$ cat config.mk
export PLATFORM = sky130hd
export DESIGN_NAME = rgb_to_hsv_converter
export DESIGN_NICKNAME = d
export VERILOG_FILES = /design/src/sv/rgbhsv_pkg.sv /design/src/sv/rgb_to_hsv_converter.sv
export SDC_FILE = /design/constraint.sdc
export NUM_CORES = 1
export LEC_CHECK = 0
export BUFFER_PORTS_ARGS = -buffer_cell sky130_fd_sc_hd__buf_2
export CAP_MARGIN = 5
export CORE_MARGIN = 2
export CORE_UTILIZATION = 50
export DETAILED_ROUTE_END_ITERATION = 8
export GPL_TIMING_DRIVEN = 0
export HOLD_SLACK_MARGIN = 0.03
export PLACE_DENSITY = 0.63
export SETUP_SLACK_MARGIN = 0.3
export SYNTH_ARGS = -nofsm -noshare
export SYNTH_HDL_FRONTEND = slang
export SYNTH_SLANG_ARGS = --single-unit
$ cat constraint.sdc
create_clock -name clk -period 30.7 [get_ports clk]
set_input_delay 7.675 -clock clk [delete_from_list [all_inputs] [get_ports clk]]
set_output_delay 7.675 -clock clk [all_outputs]
set_load 0.02 [all_outputs]
$ cat src/sv/rgbhsv_pkg.sv
// Shared types and constants for the RGB to HSV converter.
// Depends on nothing; the converter top level refers to it by scoped names.
package rgbhsv_pkg;

  // Width of one color channel and of every result field.
  localparam int CHAN_W     = 8;
  // Full scale of saturation and hue.
  localparam int FULL_SCALE = 255;
  // One quotient bit is resolved in each divider stage.
  localparam int DIV_STEPS  = 8;

  // Hue dividend 255*num < 255*6*255, hue divisor 6*delta <= 1530.
  localparam int HN_W = 19;
  localparam int HD_W = 11;
  // Saturation dividend 255*delta <= 65025, divisor is the maximum channel.
  localparam int SN_W = 16;
  localparam int SD_W = 8;

  // Incoming pixel.
  typedef struct packed {
    logic [CHAN_W-1:0] red;
    logic [CHAN_W-1:0] green;
    logic [CHAN_W-1:0] blue;
  } pix_t;

  // Outgoing HSV triple.
  typedef struct packed {
    logic [CHAN_W-1:0] hue;
    logic [CHAN_W-1:0] saturation;
    logic [CHAN_W-1:0] brightness;
  } hsv_t;

endpackage

$ cat src/sv/rgb_to_hsv_converter.sv
// Top level of the RGB to HSV converter: channel max/min, dividend setup
// and two pipelined restoring dividers. Depends on rgbhsv_pkg.
// Pipeline: 2 setup stages plus one stage per quotient bit of the 8-bit
// dividers.
// Throughput: one pixel per cycle; the whole pipeline holds while a result
// waits under out_stall. Reset clears the valid bits of every stage only.
module rgb_to_hsv_converter (
  input  logic                clk,
  input  logic                rst_n,
  input  logic                in_valid,
  output logic                in_stall,
  input  rgbhsv_pkg::pix_t    in_data,
  output logic                out_valid,
  input  logic                out_stall,
  output rgbhsv_pkg::hsv_t    out_data
);

  localparam int CW = rgbhsv_pkg::CHAN_W;
  localparam int NS = rgbhsv_pkg::DIV_STEPS;
  localparam int HN = rgbhsv_pkg::HN_W;
  localparam int HD = rgbhsv_pkg::HD_W;
  localparam int SN = rgbhsv_pkg::SN_W;
  localparam int SD = rgbhsv_pkg::SD_W;

  // The pipeline moves as a whole unless the result register is held.
  logic adv;

  // Stage 1: pixel, maximum and minimum.
  logic             s1_valid_r;
  rgbhsv_pkg::pix_t s1_pix_r;
  logic [CW-1:0]    s1_max_r, s1_min_r;
  logic [CW-1:0]    max_nxt, min_nxt;

  // Divider stages; index 0 is the output of the dividend setup stage.
  logic          dv_valid_r [NS+1];
  logic [HN-1:0] hrem_r     [NS+1];
  logic [HD-1:0] hd_r       [NS+1];
  logic [SN-1:0] srem_r     [NS+1];
  logic [SD-1:0] sd_r       [NS+1];
  logic [CW-1:0] hq_r       [NS+1];
  logic [CW-1:0] sq_r       [NS+1];
  logic [CW-1:0] bright_r   [NS+1];

  // Dividend setup results.
  logic [CW-1:0] delta;
  logic [HD-1:0] d2, d4, d6, num;
  logic [HN-1:0] hn_nxt;
  logic [HD-1:0] hd_nxt;
  logic [SN-1:0] sn_nxt;
  logic [SD-1:0] sd_nxt;

  assign adv       = !(out_valid && out_stall);
  assign in_stall  = !adv;
  assign out_valid = dv_valid_r[NS];
  assign out_data  = '{hue: hq_r[NS], saturation: sq_r[NS], brightness: bright_r[NS]};

  // Largest and smallest channel of the incoming pixel.
  always_comb begin
    max_nxt = in_data.red;
    min_nxt = in_data.red;
    if (in_data.green > max_nxt) max_nxt = in_data.green;
    if (in_data.blue > max_nxt) max_nxt = in_data.blue;
    if (in_data.green < min_nxt) min_nxt = in_data.green;
    if (in_data.blue < min_nxt) min_nxt = in_data.blue;
  end

  always_ff @(posedge clk) begin
    if (!rst_n) begin
      s1_valid_r <= 1'b0;
    end else if (adv) begin
      s1_valid_r <= in_valid;
    end
  end

  always_ff @(posedge clk) begin
    if (adv) begin
      s1_pix_r <= in_data;
      s1_max_r <= max_nxt;
      s1_min_r <= min_nxt;
    end
  end

  // Hue numerator by sector: red first, then green, then blue.
  always_comb begin
    delta = s1_max_r - s1_min_r;
    d2    = {2'b00, delta, 1'b0};
    d4    = {1'b0, delta, 2'b00};
    d6    = d2 + d4;
    if (s1_pix_r.red == s1_max_r) begin
      if (s1_pix_r.green >= s1_pix_r.blue) begin
        num = HD'(s1_pix_r.green - s1_pix_r.blue);
      end else begin
        num = d6 - HD'(s1_pix_r.blue - s1_pix_r.green);
      end
    end else if (s1_pix_r.green == s1_max_r) begin
      num = d2 + HD'(s1_pix_r.blue) - HD'(s1_pix_r.red);
    end else begin
      num = d4 + HD'(s1_pix_r.red) - HD'(s1_pix_r.green);
    end
    // Multiply by 255 as a shift and a subtract.
    hn_nxt = {num, 8'b0} - HN'(num);
    sn_nxt = {delta, 8'b0} - SN'(delta);
    // A zero divisor only occurs with a zero dividend; divide by one instead.
    hd_nxt = (delta == '0) ? HD'(1) : d6;
    sd_nxt = (s1_max_r == '0) ? SD'(1) : s1_max_r;
  end

  always_ff @(posedge clk) begin
    if (!rst_n) begin
      dv_valid_r[0] <= 1'b0;
    end else if (adv) begin
      dv_valid_r[0] <= s1_valid_r;
    end
  end

  always_ff @(posedge clk) begin
    if (adv) begin
      hrem_r[0]   <= hn_nxt;
      hd_r[0]     <= hd_nxt;
      srem_r[0]   <= sn_nxt;
      sd_r[0]     <= sd_nxt;
      hq_r[0]     <= '0;
      sq_r[0]     <= '0;
      bright_r[0] <= s1_max_r;
    end
  end

  // Restoring division, most significant quotient bit first.
  for (genvar k = 0; k < NS; k++) begin : g_div
    localparam int SH = NS - 1 - k;
    logic [HN-1:0] hsub;
    logic [SN-1:0] ssub;
    logic          hbit, sbit;
    logic [HN-1:0] hrem_nxt;
    logic [SN-1:0] srem_nxt;

    // Compare the partial remainder with the shifted divisor.
    always_comb begin
      hsub     = HN'(hd_r[k]) << SH;
      ssub     = SN'(sd_r[k]) << SH;
      hbit     = hrem_r[k] >= hsub;
      sbit     = srem_r[k] >= ssub;
      hrem_nxt = hbit ? hrem_r[k] - hsub : hrem_r[k];
      srem_nxt = sbit ? srem_r[k] - ssub : srem_r[k];
    end

    always_ff @(posedge clk) begin
      if (!rst_n) begin
        dv_valid_r[k+1] <= 1'b0;
      end else if (adv) begin
        dv_valid_r[k+1] <= dv_valid_r[k];
      end
    end

    always_ff @(posedge clk) begin
      if (adv) begin
        hrem_r[k+1]   <= hrem_nxt;
        srem_r[k+1]   <= srem_nxt;
        hd_r[k+1]     <= hd_r[k];
        sd_r[k+1]     <= sd_r[k];
        hq_r[k+1]     <= {hq_r[k][CW-2:0], hbit};
        sq_r[k+1]     <= {sq_r[k][CW-2:0], sbit};
        bright_r[k+1] <= bright_r[k];
      end
    end
  end

  // A black pixel has no saturation and no hue.
  assert property (@(posedge clk) disable iff (!rst_n)
    out_valid && out_data.brightness == '0 |->
      out_data.saturation == '0 && out_data.hue == '0)
    else $error("black pixel gave nonzero hue or saturation");

  // Finished divisions leave remainders below their divisors.
  assert property (@(posedge clk) disable iff (!rst_n)
    out_valid |-> hrem_r[NS] < HN'(hd_r[NS]) && srem_r[NS] < SN'(sd_r[NS]))
    else $error("divider remainder not reduced");

  // While the pipeline holds, the first stage, the setup stage and the output keep their valid bits.
  assert property (@(posedge clk) disable iff (!rst_n)
    !adv |=> $stable(s1_valid_r) && $stable(dv_valid_r[0]) && $stable(out_valid))
    else $error("pipeline moved while held");

endmodule

# Word level (Yosys, flattened, before mapping)
# Memory sizes are Yosys's and may differ from the RTL's.
# Index checks and enable logic that the tools add are counted.
# Widths: inputs -> output; s select.
[classes] n_eq_ne=2 magnitude_cmp=21 bitwise_logic=9 mux=38 n_div=0 n_reduce_logical=3 mul=0 shift=0 add_sub_neg=27
[ops] cell="$mux 19" n=8
[ops] cell="$mux 16" n=8
[ops] cell="$mux 11" n=4
[ops] cell="$mux 8" n=5
[ops] cell="$sub 19x11->19" n=2
[ops] cell="$sub 16x8->16" n=2
[ops] cell="$ge 19x11->1" n=1
[ops] cell="$ge 19x12->1" n=1
[ops] cell="$ge 19x13->1" n=1
[ops] cell="$ge 19x14->1" n=1
[ops] cell="$ge 19x15->1" n=1
[ops] cell="$ge 19x16->1" n=1
[ops] cell="$ge 19x17->1" n=1
[ops] cell="$ge 19x18->1" n=1
[ops] cell="$sub 19x12->19" n=1
[ops] cell="$sub 19x13->19" n=1
[ops] cell="$sub 19x14->19" n=1
[ops] cell="$sub 19x15->19" n=1
[ops] cell="$sub 19x16->19" n=1
[ops] cell="$sub 19x17->19" n=1
[ops] cell="$sub 19x18->19" n=1
[ops] cell="$sub 8x8->9" n=2
[ops] cell="$eq 8x8->1" n=2
[ops] cell="$ge 16x10->1" n=1
[ops] cell="28 further kinds" n=51
[word_totals] romBits=0 ramBits=711 memories=8 latchBits=0 elab_cells=114 register_bits=41 inputBits=28
[memory_table] name="hrem_r" words=9 word_bits=19 rd=8 rd_clocked_by_memory_dff=0 wr=9 line="rgb_to_hsv_converter.sv:36" rtl="logic [HN-1:0] hrem_r [NS+1];"
[memory_table] name="srem_r" words=9 word_bits=16 rd=8 rd_clocked_by_memory_dff=0 wr=9 line="rgb_to_hsv_converter.sv:38" rtl="logic [SN-1:0] srem_r [NS+1];"
[memory_table] name="hd_r" words=9 word_bits=11 rd=8 rd_clocked_by_memory_dff=0 wr=9 line="rgb_to_hsv_converter.sv:37" rtl="logic [HD-1:0] hd_r [NS+1];"
[memory_table] name="bright_r" words=9 word_bits=8 rd=9 rd_clocked_by_memory_dff=0 wr=9 line="rgb_to_hsv_converter.sv:42" rtl="logic [CW-1:0] bright_r [NS+1];"
[memory_table] name="hq_r" words=9 word_bits=8 rd=9 rd_clocked_by_memory_dff=0 wr=9 line="rgb_to_hsv_converter.sv:40" rtl="logic [CW-1:0] hq_r [NS+1];"
[memory_table] name="sd_r" words=9 word_bits=8 rd=8 rd_clocked_by_memory_dff=0 wr=9 line="rgb_to_hsv_converter.sv:39" rtl="logic [SD-1:0] sd_r [NS+1];"
[memory_table] name="2 more memories"

# Longest topological paths before layout
[depth] ltp_word=6 mapped_depth=27 ltp_nobuf=26

# Worst setup path after synthesis
# Ideal clock, no wire load.
[synth_path] path_kind="input -> register" from="input port out_stall" to="memory dv_valid_r[0], data pin" stages=3 setup_ns=0.260 n_path_buf=1 slack_ns=4.608 arrival_ns=25.832 required_ns=30.440 path_cell_list="nand2_1 -> clkbuf_1 -> and3_1"
[synth_rtl] item="start: declaration" line="rgb_to_hsv_converter.sv:14" rtl="input logic out_stall,"
[synth_rtl] item="end: declaration" line="rgb_to_hsv_converter.sv:35" rtl="logic dv_valid_r [NS+1];"

# Worst setup path after layout
[layout_path] from="input port out_stall" to="output port in_stall"
[layout_between] elab_chain_len=1
[layout_lines] item="$logic_and 1x1->1" line="rgb_to_hsv_converter.sv:52" rtl="assign adv = !(out_valid && out_stall);"
[layout_lines] item="end: declaration" line="rgb_to_hsv_converter.sv:11" rtl="output logic in_stall,"
# No other way between the ends.

==> summary.txt <==
Synth
  • Syn avg cell area: 12.2 um2
  • Synth warn: 0
  • FF+latch count, synth: 626
  • Post-synth EDFFs: 624
  • Commonest register cell after synthesis: edfxtp_1
  • Register area share after synthesis: 57.0%
  • Synth async-reset ratio: 0%
  • List of most frequent post-synthesis cells: 624 x edfxtp_1, 329 x inv_1, 246 x ha_1
  • Post-Syn Area: 33000 um2
  • Cells after Synth: 2704
  • Most frequent cell after synthesis: edfxtp_1
  • Top cell type by total area after synthesis: edfxtp_1
  • Synth top area cells: edfxtp_1 57%, ha_1 9.3%, inv_1 3.7%
  • Share of the synthesized area in the top cell type: 56.8%
  • Post-Syn Nets: 3012
  • Yosys cell types: 89

Die
  • Core area: 65500 um2
  • Die area: 68000 um2
  • Die H: 261 um
  • Die extent in x: 261 um
  • # IOs: 54
  • Starting Density: 50.3%
  • Site Rows: 94

Worst setup path
  • FF-to-FF setup slack: 23080 ps
  • Most frequent CP cell: buf_2
  • CP required: 23030 ps
  • CP Launch Point: out_stall
  • RR Startpoint: s1_max_r[0]
  • WS Path Type: primary input to output port
  • Slowest CP cell: buf_2
  • Critical Path Max Stage Delay: 180 ps
  • Startpoint types: primary input
  • Nature of the critical path endpoint: output port
  • CP max FO: 4
  • RR Endpoint: hrem_r[0][12]
  • Worst path cell trace: buf_2, nand2_1, inv_1, buf_2
  • CP Capture Point: in_stall
  • WP data arrival: 8100 ps
  • Reg2reg path depth: 26

Global route
  • Grt ovf: 0
  • Initial antenna violation count: 0
  • Largest net degree at the start of global routing: 76
  • First-pass GRT wire length: 98.0 mm
  • Number of global-route vias before repair: 20400
  • Gr usage total: 17.9%

STA
  • Max Clk Rate: 63.4 MHz
  • Fin Clk Skew: 32.8 ps
  • Final worst setup slack: 14930 ps
  • Count of pins over their slew limit: 0
  • Tcrit/Tclk final: 51.4%
  • Worst slew pin tran: 981 ps
  • Final setup violating endpoints: 0
  • Final Hold Fails: 0
  • Slew HR: 34.4%
  • RSZ-0062 raised after global routing: false
  • Fin crit period: 15770 ps

Routing
  • Via density: 5.30
  • Vias: 19900
  • Wire length per cell: 15.8 um
  • DRT Pass-1 Iters: 5
  • Initial DRC count: 1000
  • Post-DRT Antenna Nets: 0
  • Routed WL: 59.3 mm
  • Residual DRC: 0

Clock tree
  • Total CTS buffers: 68
  • Post-CTS Resized: 0
  • Post-CTS setup buffers: 0
  • Clock root buffer: clkbuf_16
  • CTS H-tree lvls: 3
  • Worst-path clk slew: 60 ps
  • CTS tree: built
  • Sink Count: 626
  • Clk buf depth: 3
  • Worst-Skew Late Latency: 600 ps
  • CTS Hold Buffers Added: 0

Placement
  • Pre-CTS setup slack: 14930 ps
  • DP Wirelength: 44.8 mm
  • PortBufs: 53
  • GPL Wtd Cong: 0.874

Finish
  • Fillers: 5307
  • Share of layout cells above drive strength 1: 8.32%
  • Net count, final: 3145
  • Area Growth Syn to Fin: 11.6%
  • Antenna cells: 0

Worst hold path
  • Hold Crit Class: register to register

Status
  • Status: complete, no violations

Job
  • Number of max-cap violations: 0
## cells in the final DEF, fill, tap and decap left out, types with 15 or more instances in the layout
cell | Yosys | layout
nor2_1 | 189 | 189
edfxtp_1 | 624 | 624
a21boi_0 | 39 | 39
o21a_1 | 15 | 15
nor2b_1 | 43 | 43
and3_1 | 16 | 16
buf_2 | 4 | 57
nor4_1 | 27 | 27
a21oi_1 | 165 | 165
xor2_1 | 93 | 93
a21o_1 | 77 | 77
nand3_1 | 27 | 27
ha_1 | 246 | 246
nand4_1 | 30 | 30
clkbuf_1 | 34 | 43
nand2b_1 | 31 | 31
mux2_2 | 32 | 32
xnor2_1 | 110 | 110
o31ai_1 | 16 | 16
o21ai_0 | 123 | 123
clkbuf_16 | 0 | 71
mux2i_1 | 36 | 36
inv_1 | 329 | 329
nor3_1 | 39 | 39
fa_1 | 34 | 34
nand2_1 | 141 | 141
## metrics by stage
| stage | area, um2 | util, % | TNS, ps | cells | hold WS, ps |
|---|---|---|---|---|---|
| final | 36800 | 56.2 | 0 | 3750 | 410 |
| after global routing | 36800 | 56.2 | 0 | 3750 | 419 |
| after CTS | 36800 | 56.2 | 0 | 3750 | 411 |
| after detailed placement | 34600 | 52.8 | 0 | 3631 | 405 |
| after global placement | 34300 | 52.4 | -503180 | 3621 | 400 |
| after floorplan | 33000 | - | 0 | 2704 | 400 |
## metal layers
layer  share of wire [%]  global-route usage (%)
met2                  52                    33.7
met5                   0                       0
met4                 3.7                    8.08
met1                  41                    19.9
met3                 3.0                    2.45
## critical path, delay by kind of cell
kind | cells | cell delay (ps)
buffers and inverters | 3 | 360
and+or+nand+nor | 1 | 50
## worst min-delay path by stage
| stage | start | to | slack, ps | depth (start not counted) |
|---|---|---|---|---|
| 4_1_cts | sq_r[1][1] | sq_r[1][10] | 410 | 0 |
| 3_5_place_dp | bright_r[0][19] | bright_r[0][27] | 400 | 0 |
| 6_report | sq_r[1][1] | sq_r[1][10] | 410 | 0 |
| 5_1_grt | hq_r[5][0] | hq_r[6][1] | 420 | 0 |
| 3_3_place_gp | hq_r[5][2] | hq_r[6][3] | 400 | 0 |
| 2_1_floorplan | bright_r[0][2] | bright_r[0][10] | 400 | 0 |
## cell families (layout without fill, tap and decap cells)
group,after synthesis,count (layout),synth area share [%]
mux,68,68,2.19
fa+ha+maj,282,282,11.5
simple gates,610,610,9.16
xor+xnor,206,206,5.56
compound gates,533,533,10.2
flops,626,626,57.0
buf+inv,379,561,4.49
## flip-flops by register name (all words and copies together) (netlist names)
name and count:
hrem_r 152, srem_r 128, hd_r 88, bright_r 72, sd_r 64, hq_r 36
sq_r 36, s1_pix_r 24, dv_valid_r 9, s1_max_r 8, s1_min_r 8, s1_valid_r 1
## final cells by class
class                      instances  area (um2)  area share [%]
buffer                            50         248           0.673
clock buffer                      81        1810            4.93
clock inverter                    38         412            1.12
inverter                         329        1230            3.36
multi-input combinational       1699       12700            34.6
sequential                       626       18800            51.0
tap                              864        1080            2.94
timing repair buffer              63         518            1.41
Power is not shown: default switching activity piles up to over one toggle a cycle in this logic, so the estimate is an artifact.
